<file path="src/rtl/i2a_pkg.sv">
// Package for the integer to ASCII converter: field widths, mode codes,
// ASCII constants, state encodings and the emitter control struct.
// No dependencies.
package i2a_pkg;

   localparam int ValueWidth  = 64;
   localparam int CharWidth   = 8;
   localparam int ModeWidth   = 2;
   localparam int BcdDigits   = 20;
   localparam int NibbleWidth = 4 * BcdDigits;
   localparam int CountWidth  = 6;   // counts the 64 shift steps
   localparam int DigitCntW   = 5;   // holds up to 20 digits

   localparam logic [ModeWidth-1:0] MODE_UNSIGNED = 2'd0;
   localparam logic [ModeWidth-1:0] MODE_SIGNED   = 2'd1;
   localparam logic [ModeWidth-1:0] MODE_HEX      = 2'd2;
   localparam int                   MODE_HEX_BIT  = 1;

   localparam logic [CharWidth-1:0] ASCII_ZERO  = 8'h30;
   localparam logic [CharWidth-1:0] ASCII_UPPER = 8'h41;
   localparam logic [CharWidth-1:0] ASCII_MINUS = 8'h2d;
   localparam logic [CharWidth-1:0] ASCII_H     = 8'h68;

   typedef enum logic [2:0] {
      T_IDLE = 3'b001,
      T_CONV = 3'b010,
      T_EMIT = 3'b100
   } top_state_type;

   typedef enum logic [5:0] {
      E_IDLE   = 6'b000001,
      E_SKIP   = 6'b000010,
      E_SIGN   = 6'b000100,
      E_DIGIT  = 6'b001000,
      E_SUFFIX = 6'b010000,
      E_DRAIN  = 6'b100000
   } emit_state_type;

   typedef struct packed {
      logic start;
      logic hex;
      logic neg;
   } emit_ctl_type;

   // Maps one digit value to its upper-case ASCII code.
   function automatic logic [CharWidth-1:0] digit_char(input logic [3:0] nib);
      logic [CharWidth-1:0] wide;
      wide = {4'b0, nib};
      if (nib < 4'd10) begin
         digit_char = ASCII_ZERO + wide;
      end else begin
         digit_char = ASCII_UPPER + wide - 8'd10;
      end
   endfunction

endpackage

</file>
<file path="src/rtl/integer_to_ascii_converter.sv">
// Top level of the integer to ASCII converter: input handshake, sign
// handling and sequencing of the BCD converter and character emitter.
// Depends on i2a_pkg, i2a_dabble and i2a_emit.
//
// Usage:
//   The req channel takes one item: req_tdata carries the 64-bit value and
//   req_tuser the mode (0 unsigned decimal, 1 signed decimal, 2 or 3 hex).
//   The rsp channel returns the ASCII text one character per item, most
//   significant first; rsp_tlast marks the final character of the value.
//   Decimal values pass through a one-bit-per-cycle BCD converter; hex
//   values skip it. Leading zero digits are dropped at one digit per
//   cycle (at most 19), then one character leaves per cycle while the
//   receiver is ready. The block works on one item at a time: req_tready
//   is high only while it is idle, and it drops again until the last
//   character is taken. When the receiver stalls, the current character
//   holds in the output register and the emitter waits. Synchronous
//   reset returns the block to idle and discards any pending characters.
module integer_to_ascii_converter
   import i2a_pkg::*;
(
   input  logic        clock,
   input  logic        reset,
   input  logic        req_tvalid,
   output logic        req_tready,
   input  logic [63:0] req_tdata,   // [63:0] value
   input  logic [1:0]  req_tuser,   // [1:0] mode
   output logic        rsp_tvalid,
   input  logic        rsp_tready,
   output logic [7:0]  rsp_tdata,   // [7:0] character
   output logic        rsp_tlast
);

   top_state_type          state_ff, state_in;
   logic                   neg_ff, neg_in;
   logic                   accept;
   logic                   is_hex;
   logic                   is_neg;
   logic [ValueWidth-1:0]  magnitude;
   logic                   dab_done;
   logic [NibbleWidth-1:0] dab_bcd;
   emit_ctl_type           ectl;
   logic [NibbleWidth-1:0] enibbles;
   logic                   ebusy;

   assign req_tready = (state_ff == T_IDLE);
   assign accept     = req_tvalid && req_tready;
   assign is_hex     = req_tuser[MODE_HEX_BIT];
   assign is_neg     = (req_tuser == MODE_SIGNED) && req_tdata[ValueWidth-1];
   assign magnitude  = is_neg ? (ValueWidth'(0) - req_tdata) : req_tdata;

   i2a_dabble u_dabble (
      .clock (clock),
      .reset (reset),
      .start (accept && !is_hex),
      .bin   (magnitude),
      .done  (dab_done),
      .bcd   (dab_bcd)
   );

   // Hex values go straight to the emitter as sixteen nibbles.
   always_comb begin
      ectl.start = (accept && is_hex) || (state_ff == T_CONV && dab_done);
      ectl.hex   = accept && is_hex;
      ectl.neg   = (state_ff == T_CONV) && neg_ff;
      enibbles   = accept ? {{(NibbleWidth-ValueWidth){1'b0}}, req_tdata} : dab_bcd;
   end

   i2a_emit u_emit (
      .clock     (clock),
      .reset     (reset),
      .ctl       (ectl),
      .nibbles   (enibbles),
      .busy      (ebusy),
      .out_valid (rsp_tvalid),
      .out_ready (rsp_tready),
      .out_char  (rsp_tdata),
      .out_last  (rsp_tlast)
   );

   always_comb begin
      state_in = state_ff;
      neg_in   = neg_ff;
      case (state_ff)
         T_IDLE: begin
            if (accept) begin
               neg_in   = is_neg;
               state_in = is_hex ? T_EMIT : T_CONV;
            end
         end
         T_CONV: begin
            if (dab_done) begin
               state_in = T_EMIT;
            end
         end
         T_EMIT: begin
            if (!ebusy) begin
               state_in = T_IDLE;
            end
         end
         default: begin
            state_in = T_IDLE;
         end
      endcase
   end

   always_ff @(posedge clock) begin
      if (reset) begin
         state_ff <= T_IDLE;
      end else begin
         state_ff <= state_in;
      end
      neg_ff <= neg_in;
   end

`ifndef SYNTH
   a_state_onehot: assert property (@(posedge clock) disable iff (reset)
      $onehot(state_ff))
      else $error("top state is not one-hot");

   a_no_output_idle: assert property (@(posedge clock) disable iff (reset)
      state_ff == T_IDLE |-> !rsp_tvalid)
      else $error("character presented while idle");

   a_done_in_conv: assert property (@(posedge clock) disable iff (reset)
      dab_done |-> state_ff == T_CONV)
      else $error("BCD conversion finished outside the convert phase");

   a_hex_to_emit: assert property (@(posedge clock) disable iff (reset)
      accept && is_hex |=> state_ff == T_EMIT && ebusy)
      else $error("hex item did not start the emitter");
`endif

endmodule

</file>
<file path="src/rtl/i2a_dabble.sv">
// Bit-serial binary to BCD converter (shift and add-3), one bit per cycle.
// Depends on i2a_pkg.
module i2a_dabble
   import i2a_pkg::*;
(
   input  logic                   clock,
   input  logic                   reset,
   input  logic                   start,
   input  logic [ValueWidth-1:0]  bin,
   output logic                   done,
   output logic [NibbleWidth-1:0] bcd
);

   logic [ValueWidth-1:0]  bin_ff, bin_in;
   logic [NibbleWidth-1:0] bcd_ff, bcd_in;
   logic [CountWidth-1:0]  cnt_ff, cnt_in;
   logic                   run_ff, run_in;
   logic                   done_ff, done_in;
   logic [NibbleWidth-1:0] adj;

   // Each digit that is five or more gets three added before the shift.
   always_comb begin
      for (int d = 0; d < BcdDigits; d++) begin
         if (bcd_ff[4*d +: 4] >= 4'd5) begin
            adj[4*d +: 4] = bcd_ff[4*d +: 4] + 4'd3;
         end else begin
            adj[4*d +: 4] = bcd_ff[4*d +: 4];
         end
      end
   end

   always_comb begin
      bin_in  = bin_ff;
      bcd_in  = bcd_ff;
      cnt_in  = cnt_ff;
      run_in  = run_ff;
      done_in = 1'b0;
      if (start) begin
         bin_in = bin;
         bcd_in = '0;
         cnt_in = '0;
         run_in = 1'b1;
      end else if (run_ff) begin
         bcd_in = {adj[NibbleWidth-2:0], bin_ff[ValueWidth-1]};
         bin_in = {bin_ff[ValueWidth-2:0], 1'b0};
         cnt_in = cnt_ff + 1'b1;
         if (cnt_ff == {CountWidth{1'b1}}) begin
            run_in  = 1'b0;
            done_in = 1'b1;
         end
      end
   end

   always_ff @(posedge clock) begin
      if (reset) begin
         run_ff  <= 1'b0;
         done_ff <= 1'b0;
         cnt_ff  <= '0;
      end else begin
         run_ff  <= run_in;
         done_ff <= done_in;
         cnt_ff  <= cnt_in;
      end
      bin_ff <= bin_in;
      bcd_ff <= bcd_in;
   end

   assign done = done_ff;
   assign bcd  = bcd_ff;

endmodule

</file>
<file path="src/rtl/i2a_emit.sv">
// Character emitter: skips leading zero digits, then sends sign, digits
// and hex suffix one item at a time through an output register.
// Depends on i2a_pkg.
module i2a_emit
   import i2a_pkg::*;
(
   input  logic                   clock,
   input  logic                   reset,
   input  emit_ctl_type           ctl,
   input  logic [NibbleWidth-1:0] nibbles,
   output logic                   busy,
   output logic                   out_valid,
   input  logic                   out_ready,
   output logic [CharWidth-1:0]   out_char,
   output logic                   out_last
);

   emit_state_type         state_ff, state_in;
   logic [NibbleWidth-1:0] nib_ff, nib_in;
   logic [DigitCntW-1:0]   cnt_ff, cnt_in;
   logic                   hex_ff, hex_in;
   logic                   neg_ff, neg_in;
   logic                   valid_ff, valid_in;
   logic [CharWidth-1:0]   char_ff, char_in;
   logic                   last_ff, last_in;
   logic                   slot_free;
   logic [3:0]             top_nib;

   assign slot_free = !valid_ff || out_ready;
   assign top_nib   = nib_ff[NibbleWidth-1 -: 4];

   always_comb begin
      state_in = state_ff;
      nib_in   = nib_ff;
      cnt_in   = cnt_ff;
      hex_in   = hex_ff;
      neg_in   = neg_ff;
      char_in  = char_ff;
      last_in  = last_ff;
      valid_in = valid_ff && !out_ready;
      case (state_ff)
         E_IDLE: begin
            if (ctl.start) begin
               nib_in   = nibbles;
               cnt_in   = DigitCntW'(BcdDigits);
               hex_in   = ctl.hex;
               neg_in   = ctl.neg;
               state_in = E_SKIP;
            end
         end
         E_SKIP: begin
            // At least one digit always remains, so zero prints as one '0'.
            if (top_nib == 4'd0 && cnt_ff != DigitCntW'(1)) begin
               nib_in = {nib_ff[NibbleWidth-5:0], 4'b0};
               cnt_in = cnt_ff - 1'b1;
            end else if (neg_ff) begin
               state_in = E_SIGN;
            end else begin
               state_in = E_DIGIT;
            end
         end
         E_SIGN: begin
            if (slot_free) begin
               valid_in = 1'b1;
               char_in  = ASCII_MINUS;
               last_in  = 1'b0;
               state_in = E_DIGIT;
            end
         end
         E_DIGIT: begin
            if (slot_free) begin
               valid_in = 1'b1;
               char_in  = digit_char(top_nib);
               last_in  = (cnt_ff == DigitCntW'(1)) && !hex_ff;
               nib_in   = {nib_ff[NibbleWidth-5:0], 4'b0};
               cnt_in   = cnt_ff - 1'b1;
               if (cnt_ff == DigitCntW'(1)) begin
                  state_in = hex_ff ? E_SUFFIX : E_DRAIN;
               end
            end
         end
         E_SUFFIX: begin
            if (slot_free) begin
               valid_in = 1'b1;
               char_in  = ASCII_H;
               last_in  = 1'b1;
               state_in = E_DRAIN;
            end
         end
         E_DRAIN: begin
            if (slot_free) begin
               state_in = E_IDLE;
            end
         end
         default: begin
            state_in = E_IDLE;
         end
      endcase
   end

   always_ff @(posedge clock) begin
      if (reset) begin
         state_ff <= E_IDLE;
         valid_ff <= 1'b0;
      end else begin
         state_ff <= state_in;
         valid_ff <= valid_in;
      end
      nib_ff  <= nib_in;
      cnt_ff  <= cnt_in;
      hex_ff  <= hex_in;
      neg_ff  <= neg_in;
      char_ff <= char_in;
      last_ff <= last_in;
   end

   assign busy      = (state_ff != E_IDLE);
   assign out_valid = valid_ff;
   assign out_char  = char_ff;
   assign out_last  = last_ff;

endmodule
</file>
<file path="config.mk">
export PLATFORM = sky130hd
export DESIGN_NAME = integer_to_ascii_converter
export DESIGN_NICKNAME = d
export VERILOG_FILES = /design/src/rtl/i2a_pkg.sv /design/src/rtl/integer_to_ascii_converter.sv /design/src/rtl/i2a_dabble.sv /design/src/rtl/i2a_emit.sv
export SDC_FILE = /design/constraint.sdc
export NUM_CORES = 1
export LEC_CHECK = 0
export ABC_AREA = 0
export ABC_CLOCK_PERIOD_IN_PS = 14000
export BUFFER_PORTS_ARGS = -buffer_cell sky130_fd_sc_hd__buf_2
export CORE_ASPECT_RATIO = 1.25
export CORE_MARGIN = 4
export CORE_UTILIZATION = 25
export CTS_BUF_LIST = sky130_fd_sc_hd__clkbuf_4 sky130_fd_sc_hd__clkbuf_8
export DETAILED_ROUTE_END_ITERATION = 16
export PLACE_DENSITY_LB_ADDON = 0.15
export SYNTH_ARGS = -nofsm -noshare
export SYNTH_HDL_FRONTEND = slang
export SYNTH_SLANG_ARGS = --single-unit
</file>
<file path="constraint.sdc">
create_clock -name clock -period 14 [get_ports clock]
set_clock_uncertainty 0.2 [all_clocks]
set_input_delay 1.4 -clock clock [delete_from_list [all_inputs] [get_ports clock]]
set_output_delay 1.4 -clock clock [all_outputs]
set_load 0.02 [all_outputs]
</file>
# == Word level (Yosys, flattened, before mapping) ==
# Cells that the tools add are included.
# word_totals
out_inout_bits,11
inputBits,70
regBits,259
# classes
reduce_logical,28
eq_ne,25
magnitude_cmp,21
n_addsub,26
muxes,62
bitwise_logic,1
# ops
cell,n
$mux 80,4
$pmux 80 s3,1
$mux 64,3
$ge 4x3->1 const B,20
$mux 4,20
$add 4x2->4 const B,19
$sub 1x64->64 const A,1
$mux 6,8
$pmux 6 s6,1
$mux 8,4
$pmux 8 s3,1
$ne 2x1->1 const B,8
$mux 3,5
$mux 5,3
$pmux 5 s3,1
$eq 6x6->1 const B,2
$logic_and 1x1->1,9
$mux 1,9
$pmux 3 s3,1
$add 7x4->8 const A,1
$reduce_and 4->1,2
$sub 8x4->8 const B,1
$add 6x4->7 const A,1
$reduce_and 7->1,1
other kinds (28),37

# == Depth between registers and ports, before layout ==
# Gate-level depths: netlist of the first run.
# logic_depth
ltp_word,6
ltp_mapped,8
depth_no_buf,8

# == Cells and area by module ==
# Synthesis of the first run repeated with hierarchy kept, for this count alone.
# unflattened
hier_cells,1715
area_unflattened_um2,15092.0
# modules_own_cells
mod,area_per_inst_um2,seq_area_each_um2,n_inst,cells_each
i2a_dabble,7846.3,3683.5,1,787
i2a_emit,4678.2,2992.9,1,463
integer_to_ascii_converter,2567.5,90.1,1,465

# == Worst setup path before layout of the first run ==
# OpenSTA, ideal clock, no wires.
# synth_timing
kind,in2reg
from,input port req_tuser[1]
to,register u_emit.cnt_ff[0] (enable)
t_required_ps,13062
setup_time_ps,738
path_stages,4
arrival_ps,9866
setup_slack_ps,3196
path_cell_list,nand4b_1 -> a21oi_1 -> nor2_1 -> nor4_1
# synth_between
elab_chain_len,4
# synth_rtl
item,line,source
"start, declared",integer_to_ascii_converter.sv:26,"input logic [1:0] req_tuser,"
$logic_and 1x1->1,integer_to_ascii_converter.sv:62,ectl.start = (accept && is_hex) || (state_ff == T_CONV && dab_done);
$logic_or 1x1->1,integer_to_ascii_converter.sv:62,
$ne 2x2->1 (no source line),n/a,
$reduce_and 4->1 (no source line),n/a,
"end signal, assigned",i2a_emit.sv:110,cnt_ff <= cnt_in;
"end, declared",i2a_emit.sv:20,"logic [DigitCntW-1:0] cnt_ff, cnt_in;"
# Every way passes these cells.
# A chain may end at the register's enable or synchronous reset.

# == Worst setup path in the final report of the first run ==
# layout_timing
from,input port req_tdata[1]
to,"register u_dabble.bin_ff[55], data pin"
# layout_between
elab_chain_len,3
# layout_rtl
item,line,source
"start, declared",integer_to_ascii_converter.sv:25,"input logic [63:0] req_tdata,"
$sub 1x64->64,integer_to_ascii_converter.sv:49,assign magnitude = is_neg ? (ValueWidth'(0) - req_tdata) : req_tdata;
$mux 64,integer_to_ascii_converter.sv:49,
$mux 64,i2a_dabble.sv:38,if (start) begin
net u_dabble.bin_in[55],i2a_dabble.sv:14,"logic [ValueWidth-1:0] bin_ff, bin_in;"
"end signal, assigned",i2a_dabble.sv:64,bin_ff <= bin_in;
"end, declared",i2a_dabble.sv:14,
# The timed path passes the listed nets, and every way through them passes these cells.

==> results of run 1 <==
-- worst reg2reg max path, stage by stage (launching register included) --
cell and delay [ns]:
dfxtp_1 0.41, nor3_1 0.34, nand3_1 0.37, nand2_1 0.20
nor2_1 0.07, nor4_2 0.67, buf_4 0.35, buf_4 0.75
-- cell families (layout without fill, tap and decap cells) --
logic type                 after synthesis  after routing
and+or+nand+nor                        632            632
AOI/OAI and AO/OA                      377            377
DFF                                    258            258
buffers and inverters                  151            236
xor gates and xnor gates                95             95
adders and majority gates               46             46
muxes                                   25             25
other                                    1              2
-- sequential cells by signal (all words and copies together) (netlist names), 3 cells and up --
name,flops
state_ff,3
u_dabble.bcd,80
u_dabble.bin_ff,64
u_dabble.cnt_ff,6
u_emit.cnt_ff,5
u_emit.nib_ff,80
u_emit.out_char,7
u_emit.state_ff,6
-- per-layer routing --
layer / track usage / up-vias
met5: 0 / -
met4: 0.04860 / 2
met3: 0.02246 / 80
met2: 0.2240 / 201
met1: 0.1818 / 5415
li1: - / 5660
-- layout by cell type, fill, tap and decap left out, types with 4 or more instances in the layout --
master / n
nand3_1: 33
nand4_1: 5
nor2_1: 189
a31oi_1: 75
dfxtp_1: 97
ha_1: 46
xor2_1: 26
o21ai_0: 138
nand2b_1: 23
clkbuf_8: 57
nand3b_1: 5
a211oi_1: 18
inv_1: 59
buf_2: 79
o31ai_1: 15
or3_1: 5
and2_1: 4
nor3_1: 29
clkbuf_4: 18
xnor2_1: 69
or4_1: 9
nand2_1: 266
nor4_1: 13
or2_2: 8
edfxtp_1: 160
a21oi_1: 116
mux2i_1: 25
nor3b_1: 20
buf_4: 12
-- stage by stage --
step / area (um2) / hold slack [ns] / power, W / cells / utilization
finish: 16050 / 0.2963 / 0.002325 / 2406 / 0.2905
detailed placement: 15050 / 0.2843 / 0.001575 / 2321 / 0.2725
global route: 16050 / 0.3268 / 0.002490 / 2406 / 0.2905
global placement: 15050 / 0.2651 / 0.001564 / 2321 / 0.2725
CTS: 16050 / 0.2934 / 0.002371 / 2405 / 0.2905
floorplan: 14030 / 0.2449 / 0.001430 / 1585 / -
-- cell type report --
class | count | area share
flip-flops and latches | 258 | 0.4217
multi-input cells | 1176 | 0.4143
clock buffers | 75 | 0.05729
well taps | 735 | 0.05729
repair buffers | 91 | 0.03024
inverters | 61 | 0.01426
clock inverters | 9 | 0.004754
diodes | 1 | 0.0001559
-- worst max path at each step --
stage | end | slack (ns) | cells after the start | startpoint
floorplan | u_emit.cnt_ff[0]$_SDFFCE_PN0P_ | 3.20 | 4 | req_tuser[1]
global placement | u_dabble.bin_ff[48]$_DFFE_PP_ | 9.27 | 9 | req_tdata[0]
detailed placement | u_dabble.bin_ff[32]$_DFFE_PP_ | 9.21 | 9 | req_tdata[0]
CTS | u_dabble.bin_ff[32]$_DFFE_PP_ | 9.87 | 9 | req_tdata[0]
global route | u_dabble.bin_ff[58]$_DFFE_PP_ | 9.51 | 9 | req_tdata[0]
finish | u_dabble.bin_ff[55]$_DFFE_PP_ | 9.82 | 7 | req_tdata[1]
-- synthesized netlist by cell type (all sizes together) --
cell,count
a2111oi,1
a211oi,18
a21boi,1
a21o,1
a21oi,116
a31oi,75
a41oi,1
and2,5
and3,2
and3b,1
and4,2
buf,13
clkbuf,77
clkinv,1
conb,1
dfxtp,98
edfxtp,160
ha,46
inv,60
mux2i,25
nand2,267
nand2b,23
nand3,33
nand3b,5
nand4,5
nand4b,2
nor2,190
nor2b,1
nor3,29
nor3b,20
nor4,16
nor4b,2
o211ai,3
o21a,1
o21ai,141
o21ba,1
o31ai,15
o41ai,3
or2,8
or3,8
or4,12
or4b,1
xnor2,69
xor2,26
-- power by group through the flow --
| stage | Clock [W] | Sequential [W] | Combinational, W |
|---|---|---|---|
| floorplan | 0 | 0.00106 | 0.000366 |
| global placement | 0 | 0.00109 | 0.000476 |
| detailed placement | 0 | 0.00109 | 0.000484 |
| CTS | 0.000808 | 0.00108 | 0.000487 |
| global route | 0.000840 | 0.00109 | 0.000556 |
| finish | 0.000773 | 0.00107 | 0.000479 |
==> impl_results.md, run 1 <==
- Setup crit end kind: flip-flop
- DP Wirelength: around 28 mm
- Reg-to-Reg End: u_emit.nib_ff[30]$_DFFE_PP_
- Synth cell types: 54
- RePlAce Congestion: 0.7870
- Sw Pwr: 0.0007341 W
- Slowest cell on crit path: nor4b_4
- Clock Latency Late Sink: 0.60 ns
- FF+latch area: 0.006770 mm2
- Min-Delay Path Depth: 2
- CP delay by family, top: simple AND/OR/NAND/NOR gates
- CP Max Fanout: 12
- Critical Path RT: 14.07 ns
- Synth Warn #: 0
- Register bit total from synthesis: 258
- Combinational Power Share: 0.206
- CTS sink cnt: 258
- Mapped Nets: around 1700
- Max Slew Vio Count: 0
- Hold crit path type: reg2reg
- Clock Path Buffers: 3
- DR vias: 11360
- Die Area: ~0.060 mm2
- Num CTS Buffers: 46
- Setup TNS Final: 0 ns
- Sequential power share: 0.462
- Core Area: 0.05525 mm2
- Vias/cell: 4.721
- Slack of the critical path: 9.819 ns
- Drt drc: 0
- IO Port Bufs: 79
- Iteration-0 DRC Markers: 581
- Syn-to-layout area delta: 14.44%
- Largest net degree at the start of global routing: 105
- Worst path cell trace: buf_2 > nor4_1 > nand4_1 > nor4b_4 > a31oi_1 > xnor2_1 > o21ai_0
- Final period util: 0.2987
- Hold Path End: u_dabble.bcd[79]$_SDFFE_PP0P_
- Effective utilization at floorplan: 0.2539
- Relative slew slack: 0.2516
- Mapped Avg Cell Area: a little under 9 um2
- CP arrival: 4.26 ns
- WS Path Type: in2reg
- Global route overflow: 0
- IO Count: between 80 and 90
- RSZ-0062 raised after global routing: false
- Row cnt: 96
- Tmin final: 4.181 ns
- Final #Nets: around 1800
- Post-Route WL: 41.69 mm
- Largest stage delay on the critical path: 0.88 ns
- Simple-Gate Fraction of Synth Area: 0.2041
- Fraction of layout cells with a size suffix above 1: 0.1186
- PostCTS Resize Cnt: 0
- Seq/Total Area, Yosys: 0.4824
- Main combinational cell family by area after synthesis: simple AND/OR/NAND/NOR gates
- Max Fclk: roughly 240 MHz
- Antenna Nets Post-Route: 0
- CTS tree: built
- Pre-CTS WS: roughly 9.2 ns
- Synth top area cells: edfxtp_1 (34%), dfxtp_1 (14%), nand2_1 (7.1%)
- Clock network power share: 0.332
- Path depth of the worst reg2reg path: 7
- Root Driver: clkbuf_8
- Clk pin slew, worst setup/hold paths: 0.06 ns
- Pwr dens: 144.9 mW/mm2
- VDD IR max: just under 0.06 mV
- Startpoint Class: input pin
- Area share of fa/ha/maj cells after synthesis: 0.04103
- GR Util All Layers: 0.1367
- Htree depth: 2
- Mapped Area: between 0.01 and 0.015 mm2
- Max cap viols: 0
- Buf/Inv on CP: 1
- Pint: 0.001591 W
- Status: finished clean
- Least-Margin Pin Slew: 1.116 ns
- Met2 WL: between 15 and 20 mm
- Net Sw Frac: 0.3157
- P_leak: 5.744 nW
- Setup violators final: 0
- RR Startpoint: u_emit.state_ff[4]$_SDFFE_PP0P_
- Area leader, netlist: edfxtp_1
- Multiplexer share of the synthesized area: 0.01784
- Met1 wire length: 19.37 mm
- XOR/XNOR Fraction of Synth Area: 0.05932
- Final hold vios: 0
- Fill count: 5906
- First-pass GRT wire length: 65.20 mm
- Max layer used: met5
- Die Ht: ~270 um
- Post-synth top area share: 0.3425
- Initial antenna violation count: 3
- Post-CTS Setup Bufs: 0
- Internal reg-to-reg setup slack: 10.14 ns
- Hold_sp: u_dabble.bcd[79]$_SDFFE_PP0P_
- Post-CTS Hold Fix Bufs: 0
- Vias in the first global route: around 11000
- Multi-input gate area: roughly 0.0067 mm2
- Synth Area in Compound Gates: 0.1499
- Met3 wire len: between 1.5 and 2 mm
- Pre-antenna DRT Iters: 5
- Cells after Synth: 1585
- Die X-Extent: 219.9 um
- Mean routed wirelength per cell: ~17 um
No activity file was read; power rests on OpenSTA's default activity.
==> run 2: changes to the inputs <==
--- a/config.mk
+++ b/config.mk
@@ -5,8 +5,8 @@
 export SDC_FILE = /design/constraint.sdc
 export NUM_CORES = 1
 export LEC_CHECK = 0
-export ABC_AREA = 0
-export ABC_CLOCK_PERIOD_IN_PS = 14000
+export ABC_AREA = 1
+export ABC_CLOCK_PERIOD_IN_PS = 3400
 export BUFFER_PORTS_ARGS = -buffer_cell sky130_fd_sc_hd__buf_2
 export CORE_ASPECT_RATIO = 1.25
 export CORE_MARGIN = 4
==> constraint.sdc (replaced) <==
create_clock -name clock -period 3.4 [get_ports clock]
set_clock_uncertainty 0.2 [all_clocks]
set_input_delay 0.34 -clock clock [delete_from_list [all_inputs] [get_ports clock]]
set_output_delay 0.34 -clock clock [all_outputs]
set_load 0.02 [all_outputs]
==> run 2 against run 1 <==
Effect of this change: hold slack worse by 0.19 ns; clock-buffer cell count shrank 8; utilization rose by 1.2 points; largest power group unchanged.
==> impl_results.md, run 2 <==
- Synth Warn #: 0 (unchanged)
- Critical Path RT: 3.66 ns (-10.41 ns)
- VDD IR max: 0.2656 mV (+360%)
- FFs w/ async S/R, synth: 0 (unchanged)
- IO Count: 81 (unchanged)
- Hold crit path type: in2reg
- GR Util All Layers: 0.1492 (+0.01251)
- Worst path cell trace: nor2_2 > nand4_1 > nand2_4 > buf_4 > a21oi_1 > a21oi_1
- Iteration-0 DRC Markers: 874 (+50%)
- Post-CTS Setup Bufs: 0 (unchanged)
- CTS sink cnt: 258 (unchanged)
- Pint: 0.006662 W (+320%)
- CP delay by family, top: simple AND/OR/NAND/NOR gates
- Simple-Gate Fraction of Synth Area: 0.2309 (+0.02685)
- RSZ-0062 raised after global routing: false
- Post-Route WL: 48.12 mm (+15%)
- Global route overflow: 0 (unchanged)
- Htree depth: 2 (unchanged)
- Total power: 0.01012 W (+340%)
- Clk pin slew, worst setup/hold paths: 0.07 ns (about the same)
- Post-synth EDFFs: 160 (unchanged)
- Pre-antenna DRT Iters: 5 (unchanged)
- P_leak: 7.418 nW (+29%)
- Syn-to-layout area delta: 18.83%
- Mapped Nets: 2005 (+18%)
- Cells after Synth: 1889 (+19%)
- Die Area: 0.06373 mm2 (+6.2%)
- Sequential power share: 0.458 (-0.004)
- Synth cell types: 44 (-19%)
- Vias/cell: 4.643 (-1.7%)
- Setup crit end kind: flip-flop
- Synth cell count leaders: nand2_1 (445), nor2_1 (216), inv_1 (209)
- Setup TNS Final: 0 ns (unchanged)
- Final hold vios: 0 (unchanged)
- CP Depth: 6 (-1)
- Crit. Startpoint: u_emit.state_ff[5]$_SDFFE_PP0P_
- Startpoint Class: flip-flop
- Num CTS Buffers: 49 (+6.5%)
- DP Wirelength: 33.57 mm (+20%)
- Row cnt: 99 (+3.1%)
- Main combinational cell family by area after synthesis: simple AND/OR/NAND/NOR gates
- Mapped Area: 0.01493 mm2 (+6.4%)
- WS Path Type: reg2reg
- Largest stage delay on the critical path: 0.77 ns (-0.11 ns)
- Clock network power share: 0.300 (-0.032)
- Max Fclk: 364.7 MHz
- Largest net degree at the start of global routing: 96 (-8.6%)
- Most common cell in the netlist: nand2_1
- Placed Instances: 2672 (+15%)
- Vias in the first global route: 13130 (+16%)
- Die Ht: 281.2 um (+3.1%)
- Antenna Nets Post-Route: 0 (unchanged)
- Area leader, netlist: edfxtp_1
- Critical Path Most Common Cell: a21oi_1
- Synth Area in Compound Gates: 0.1615 (+0.01162)
- Combinational Power Share: 0.242 (+0.036)
- Register bit total from synthesis: 258 (unchanged)
- IO Port Bufs: 79 (unchanged)
- Path depth of the worst reg2reg path: 6 (-1)
- Initial antenna violation count: 1 (-2)
- Tmin final: 2.742 ns
- Final std cells w/o fill: 2833 (+18%)
- Relative slew slack: 0.2933 (+0.04174)
- Die X-Extent: 226.6 um (+3.1%)
- Leading cell type in the layout, fill and taps excluded: nand2_1
- Max Slew Vio Count: 0 (unchanged)
- Fraction of layout cells with a size suffix above 1: 0.1152 (-0.003382)
- Setup violators final: 0 (unchanged)
- DR vias: 13150 (+16%)
- XOR/XNOR Fraction of Synth Area: 0.03285 (-0.02647)
- Seq/Total Area, Yosys: 0.4532 (-0.02922)
- Core Area: 0.05871 mm2 (+6.3%)
- Mean routed wirelength per cell: 16.99 um (-2.0%)
- CP arrival: 3.00 ns (-1.26 ns)
- Multiplexer share of the synthesized area: 0 (-0.01784)
- Net Sw Frac: 0.3416 (+0.02585)
- Mapped Avg Cell Area: 7.905 um2 (-11%)
- Least-Margin Pin Slew: 1.060 ns (-0.05588 ns)
- Pwr dens: 570.2 mW/mm2 (+290%)
- Sw Pwr: 0.003456 W (+370%)
- Commonest cells after routing, fill and taps aside: nand2_1 (444), nor2_1 (216), inv_1 (209), a21oi_1 (176), edfxtp_1 (160)
- Status: finished clean
- First-pass GRT wire length: 74.53 mm (+14%)
- Buf/Inv on CP: 1 (unchanged)
- Min-Delay Path Depth: 6 (+4)
- Max cap viols: 0 (unchanged)
- Root Driver: clkbuf_8
- Synth top area cells: edfxtp_1 (32%), dfxtp_1 (13%), nand2_1 (11%)
- CP Max Fanout: 95 (+83)
- RePlAce Congestion: 0.8365 (+6.3%)
- Clock Path Buffers: 3 (unchanged)
- Final period util: 0.8065
- Area share of fa/ha/maj cells after synthesis: 0.03855 (-0.002486)
- PostCTS Resize Cnt: 0 (unchanged)
- Final #Nets: 2151 (+23%)
- Synth Flop Type: edfxtp_1
- Hold_sp: rsp_tready
- Slowest cell on crit path: buf_4
- RR Startpoint: u_emit.state_ff[5]$_SDFFE_PP0P_
- Post-synth top area share: 0.3218 (-0.02075)
- Effective utilization at floorplan: 0.2543 (+0.0004430)
- Core Util, Final: 0.3022 (+0.01166)
- Clock Latency Late Sink: 0.62 ns (+0.02 ns)
- CTS tree: built
- Drt drc: 0 (unchanged)
## run 2: cell count changes in the layout (fill, tap and decap cells not counted), sizes merged, moves of 40 or more
cell	delta
nand2	+184
a21oi	+60
xnor2	-57
nand3	+68
inv	+160
dlygate4sd3	+69
a31oi	-72
nor2	+40
## run 2: per-layer routing
layer,global-route usage,wire length [um]
met1,0.1913,21540
met3,0.02309,1872
met4,0.05731,1802
met2,0.2527,22910
met5,0,0
## run 2: path summary, 6_finish.rpt
check	end	slack, ns
max	u_emit.nib_ff[34]$_DFFE_PP_	0.66
min	u_emit.state_ff[5]$_SDFFE_PP0P_	0.11
max reg2reg	u_emit.nib_ff[34]$_DFFE_PP_	0.66
min reg2reg	u_dabble.bcd[0]$_SDFFE_PP0P_	0.27
## run 2: final cells by class
type | instances | area [um2]
clock buffer | 67 | 834.6
fill | 6414 | 40970
timing repair buffer | 171 | 1296
multi-input combinational | 1335 | 6957
antenna | 1 | 2.502
sequential | 258 | 6766
clock inverter | 24 | 111.4
inverter | 220 | 828.3
tap | 757 | 947.2
## run 2: tightest hold or removal path: stages
cell     delay, ns
buf_2         0.08
nor2_1        0.09
o21ai_1       0.18
nand3_1       0.10
nand2_1       0.06
nor2_1        0.03
## run 2: cells by family after synthesis
family,count (synthesis)
adders and majority gates,46
AOI/OAI and AO/OA,406
other,1
xor gates and xnor gates,56
DFF,258
buffers and inverters,296
and+or+nand+nor,826
## run 2: timing repair
item	CTS	global route
setup endpoints to repair	0	0
hold endpoints to repair	136	0
hold buffers	69	0
## run 2: power groups by stage
| stage | Clock, W | Sequential [W] | Combinational (W) |
|---|---|---|---|
| floorplan | 0 | 0.00467 | 0.00156 |
| global placement | 0 | 0.00471 | 0.00242 |
| detailed placement | 0 | 0.00470 | 0.00244 |
| CTS | 0.00317 | 0.00465 | 0.00251 |
| global route | 0.00332 | 0.00470 | 0.00276 |
| finish | 0.00303 | 0.00464 | 0.00245 |
## run 2: metrics by stage
step / setup slack, ns / hold WS, ns / cell area [um2]
2_1_floorplan: 0.3037 / 0.2091 / 14950
3_3_place_gp: 0.7429 / 0.2379 / 16100
3_5_place_dp: 0.7075 / 0.2552 / 16100
4_1_cts: 0.6809 / 0.04403 / 17740
5_1_grt: 0.4981 / 0.1510 / 17740
6_report: 0.6579 / 0.1084 / 17740
==> run 3: changes to the inputs <==
--- a/config.mk
+++ b/config.mk
@@ -6,7 +6,7 @@
 export NUM_CORES = 1
 export LEC_CHECK = 0
 export ABC_AREA = 1
-export ABC_CLOCK_PERIOD_IN_PS = 3400
+export ABC_CLOCK_PERIOD_IN_PS = 2300
 export BUFFER_PORTS_ARGS = -buffer_cell sky130_fd_sc_hd__buf_2
 export CORE_ASPECT_RATIO = 1.25
 export CORE_MARGIN = 4
==> constraint.sdc (replaced) <==
create_clock -name clock -period 2.3 [get_ports clock]
set_clock_uncertainty 0.2 [all_clocks]
set_input_delay 0.23 -clock clock [delete_from_list [all_inputs] [get_ports clock]]
set_output_delay 0.23 -clock clock [all_outputs]
set_load 0.02 [all_outputs]
==> run 3 against run 2 <==
Effect of this change: cell area grew 3.1%; clock power rose by 55%; critical path type is now in2reg; global-route usage increased by 0.79 points; final cell count rose by 1.7%; setup slack worse by 0.56 ns; sequential power up 47%; largest power group unchanged; via count grew 3.5%; non-clock buffer count up 47; hold slack better by 0.10 ns; die area unchanged; critical endpoint is now u_dabble.bin_ff[34]$_DFFE_PP_.
==> impl_results.md, run 3 (same netlist as run 2, synthesis figures left out) <==
- Commonest cells after routing, fill and taps aside: nand2_1 (442), nor2_1 (216), inv_1 (208), a21oi_1 (176), edfxtp_1 (160)
- Die X-Extent: 226.6 um (unchanged)
- Die Area: 0.06373 mm2 (unchanged)
- Largest net degree at the start of global routing: 96 (unchanged)
- Vias/cell: 4.723 (+1.7%)
- Setup TNS Final: 0 ns (unchanged)
- Iteration-0 DRC Markers: 787 (-10%)
- Total power: 0.01567 W (+55%)
- Post-Route WL: 50.20 mm (+4.3%)
- Effective utilization at floorplan: 0.2543 (unchanged)
- Max Fclk: 455.1 MHz
- Die Ht: 281.2 um (unchanged)
- Num CTS Buffers: 50 (+2.0%)
- Fill count: 6339 (-1.2%)
- Least-Margin Pin Slew: 0.7335 ns (-0.3265 ns)
- IO Port Bufs: 79 (unchanged)
- Final #Nets: 2199 (+2.2%)
- Slack of the critical path: 0.1025 ns (-0.5554 ns)
- Pre-antenna DRT Iters: 5 (unchanged)
- Critical Path RT: 2.49 ns (-1.17 ns)
- Drt drc: 0 (unchanged)
- Final std cells w/o fill: 2882 (+1.7%)
- Final period util: 0.9555
- Clock Path Buffers: 3 (unchanged)
- Fraction of layout cells with a size suffix above 1: 0.1370 (+0.02182)
- Core Area: 0.05871 mm2 (unchanged)
- Root Driver: clkbuf_8
- Startpoint Class: input pin
- Htree depth: 2 (unchanged)
- Row cnt: 99 (unchanged)
- Placed Instances: 2718 (+1.7%)
- Initial antenna violation count: 1 (unchanged)
- Setup crit end kind: flip-flop
- PostCTS Resize Cnt: 0 (unchanged)
- Post-CTS Hold Fix Bufs: 70 (+1.4%)
- Relative slew slack: 0.5103 (+0.2170)
- Status: finished clean
- RSZ-0062 raised after global routing: false
- WS Path Type: in2reg
- IO Count: 81 (unchanged)
- Setup violators final: 0 (unchanged)
- Global route overflow: 0 (unchanged)
- FF+latch area: 0.006768 mm2 (about the same)
- DR vias: 13610 (+3.5%)
- Max Slew Vio Count: 0 (unchanged)
- P_leak: 7.729 nW (+4.2%)
- Pre-CTS WS: 0.05877 ns (-0.6487 ns)
- Core Util, Final: 0.3115 (+0.009291)
- Leading cell type in the layout, fill and taps excluded: nand2_1
- VDD IR max: 0.4508 mV (+70%)
- RePlAce Congestion: 0.8906 (+6.5%)
- Tmin final: approximately 2.2 ns
- CTS sink cnt: 258 (unchanged)
- Clk pin slew, worst setup/hold paths: 0.06 ns (about the same)
- Pwr dens: 856.6 mW/mm2 (+50%)
- CTS tree: built
- Post-CTS Setup Bufs: 0 (unchanged)
- DP Wirelength: 36.30 mm (+8.1%)
- Max cap viols: 0 (unchanged)
- CP arrival: 2.38 ns (-0.62 ns)
- Clock Latency Late Sink: 0.63 ns (about the same)
- Multi-input gate area: 0.006967 mm2 (+0.14%)
- Final hold vios: 0 (unchanged)
- First-pass GRT wire length: 78.45 mm (+5.3%)
- Hold crit path type: in2reg
- Vias in the first global route: 13760 (+4.8%)
- Mean routed wirelength per cell: 17.42 um (+2.5%)
- Syn-to-layout area delta: 22.48%
- GR Util All Layers: 0.1570 (+0.007860)
- CP Max Fanout: 5 (-95%)
- Antenna Nets Post-Route: 0 (unchanged)
## run 3: final timing paths
| path | start | end | slack, ns | cells past startpoint |
|---|---|---|---|---|
| worst max-delay path | req_tdata[1] | u_dabble.bin_ff[34]$_DFFE_PP_ | 0.10 | 12 |
| worst max register to register | state_ff[0]$_SDFFE_PP1P_ | u_emit.nib_ff[29]$_DFFE_PP_ | 0.12 | 8 |
| worst min register to register | u_dabble.bin_ff[63]$_DFFE_PP_ | u_dabble.bcd[0]$_SDFFE_PP0P_ | 0.26 | 2 |
| worst min-delay path | req_tvalid | state_ff[0]$_SDFFE_PP1P_ | 0.21 | 3 |
## run 3: layer usage
| metal | share of wire | GRT usage |
|---|---|---|
| met2 | 0.49 | 0.2731 |
| met3 | 0.044 | 0.02852 |
| met1 | 0.44 | 0.1996 |
| met5 | 0 | 0 |
| met4 | 0.024 | 0.04435 |
## run 3: critical path, cell delays in order
cell           delay (ns)
dlygate4sd3_1        0.53
buf_2                0.12
inv_1                0.10
ha_1                 0.21
nand3_2              0.20
o21ai_4              0.23
nand2_1              0.15
nor2_4               0.21
nand2_2              0.07
or2_0                0.20
nand3_1              0.07
nand2_1              0.05
## run 3: stage by stage
stage                     hold WS [ns]  instance area [um2]
after floorplan                0.09907                14960
after global placement          0.2519                16600
after detailed placement        0.2533                16600
after CTS                       0.1414                18290
after global routing            0.1825                18290
final                           0.2109                18290
## run 3: layout make-up
type / count / area share
Timing Repair Buffer: 218 / 0.09783
Sequential cell: 258 / 0.3700
Antenna cell: 1 / 0.0001368
Clock inverter: 30 / 0.01033
Tap cell: 757 / 0.05179
Inverter: 220 / 0.04529
Multi-Input combinational cell: 1335 / 0.3809
Clock buffer: 63 / 0.04365
## run 3: report_power, final
group / internal, W / switching, W / leakage [nW]
Clock: 0.00251 / 0.00220 / 0.523
Sequential: 0.00647 / 0.000365 / 2.31
Combinational: 0.00141 / 0.00270 / 4.89
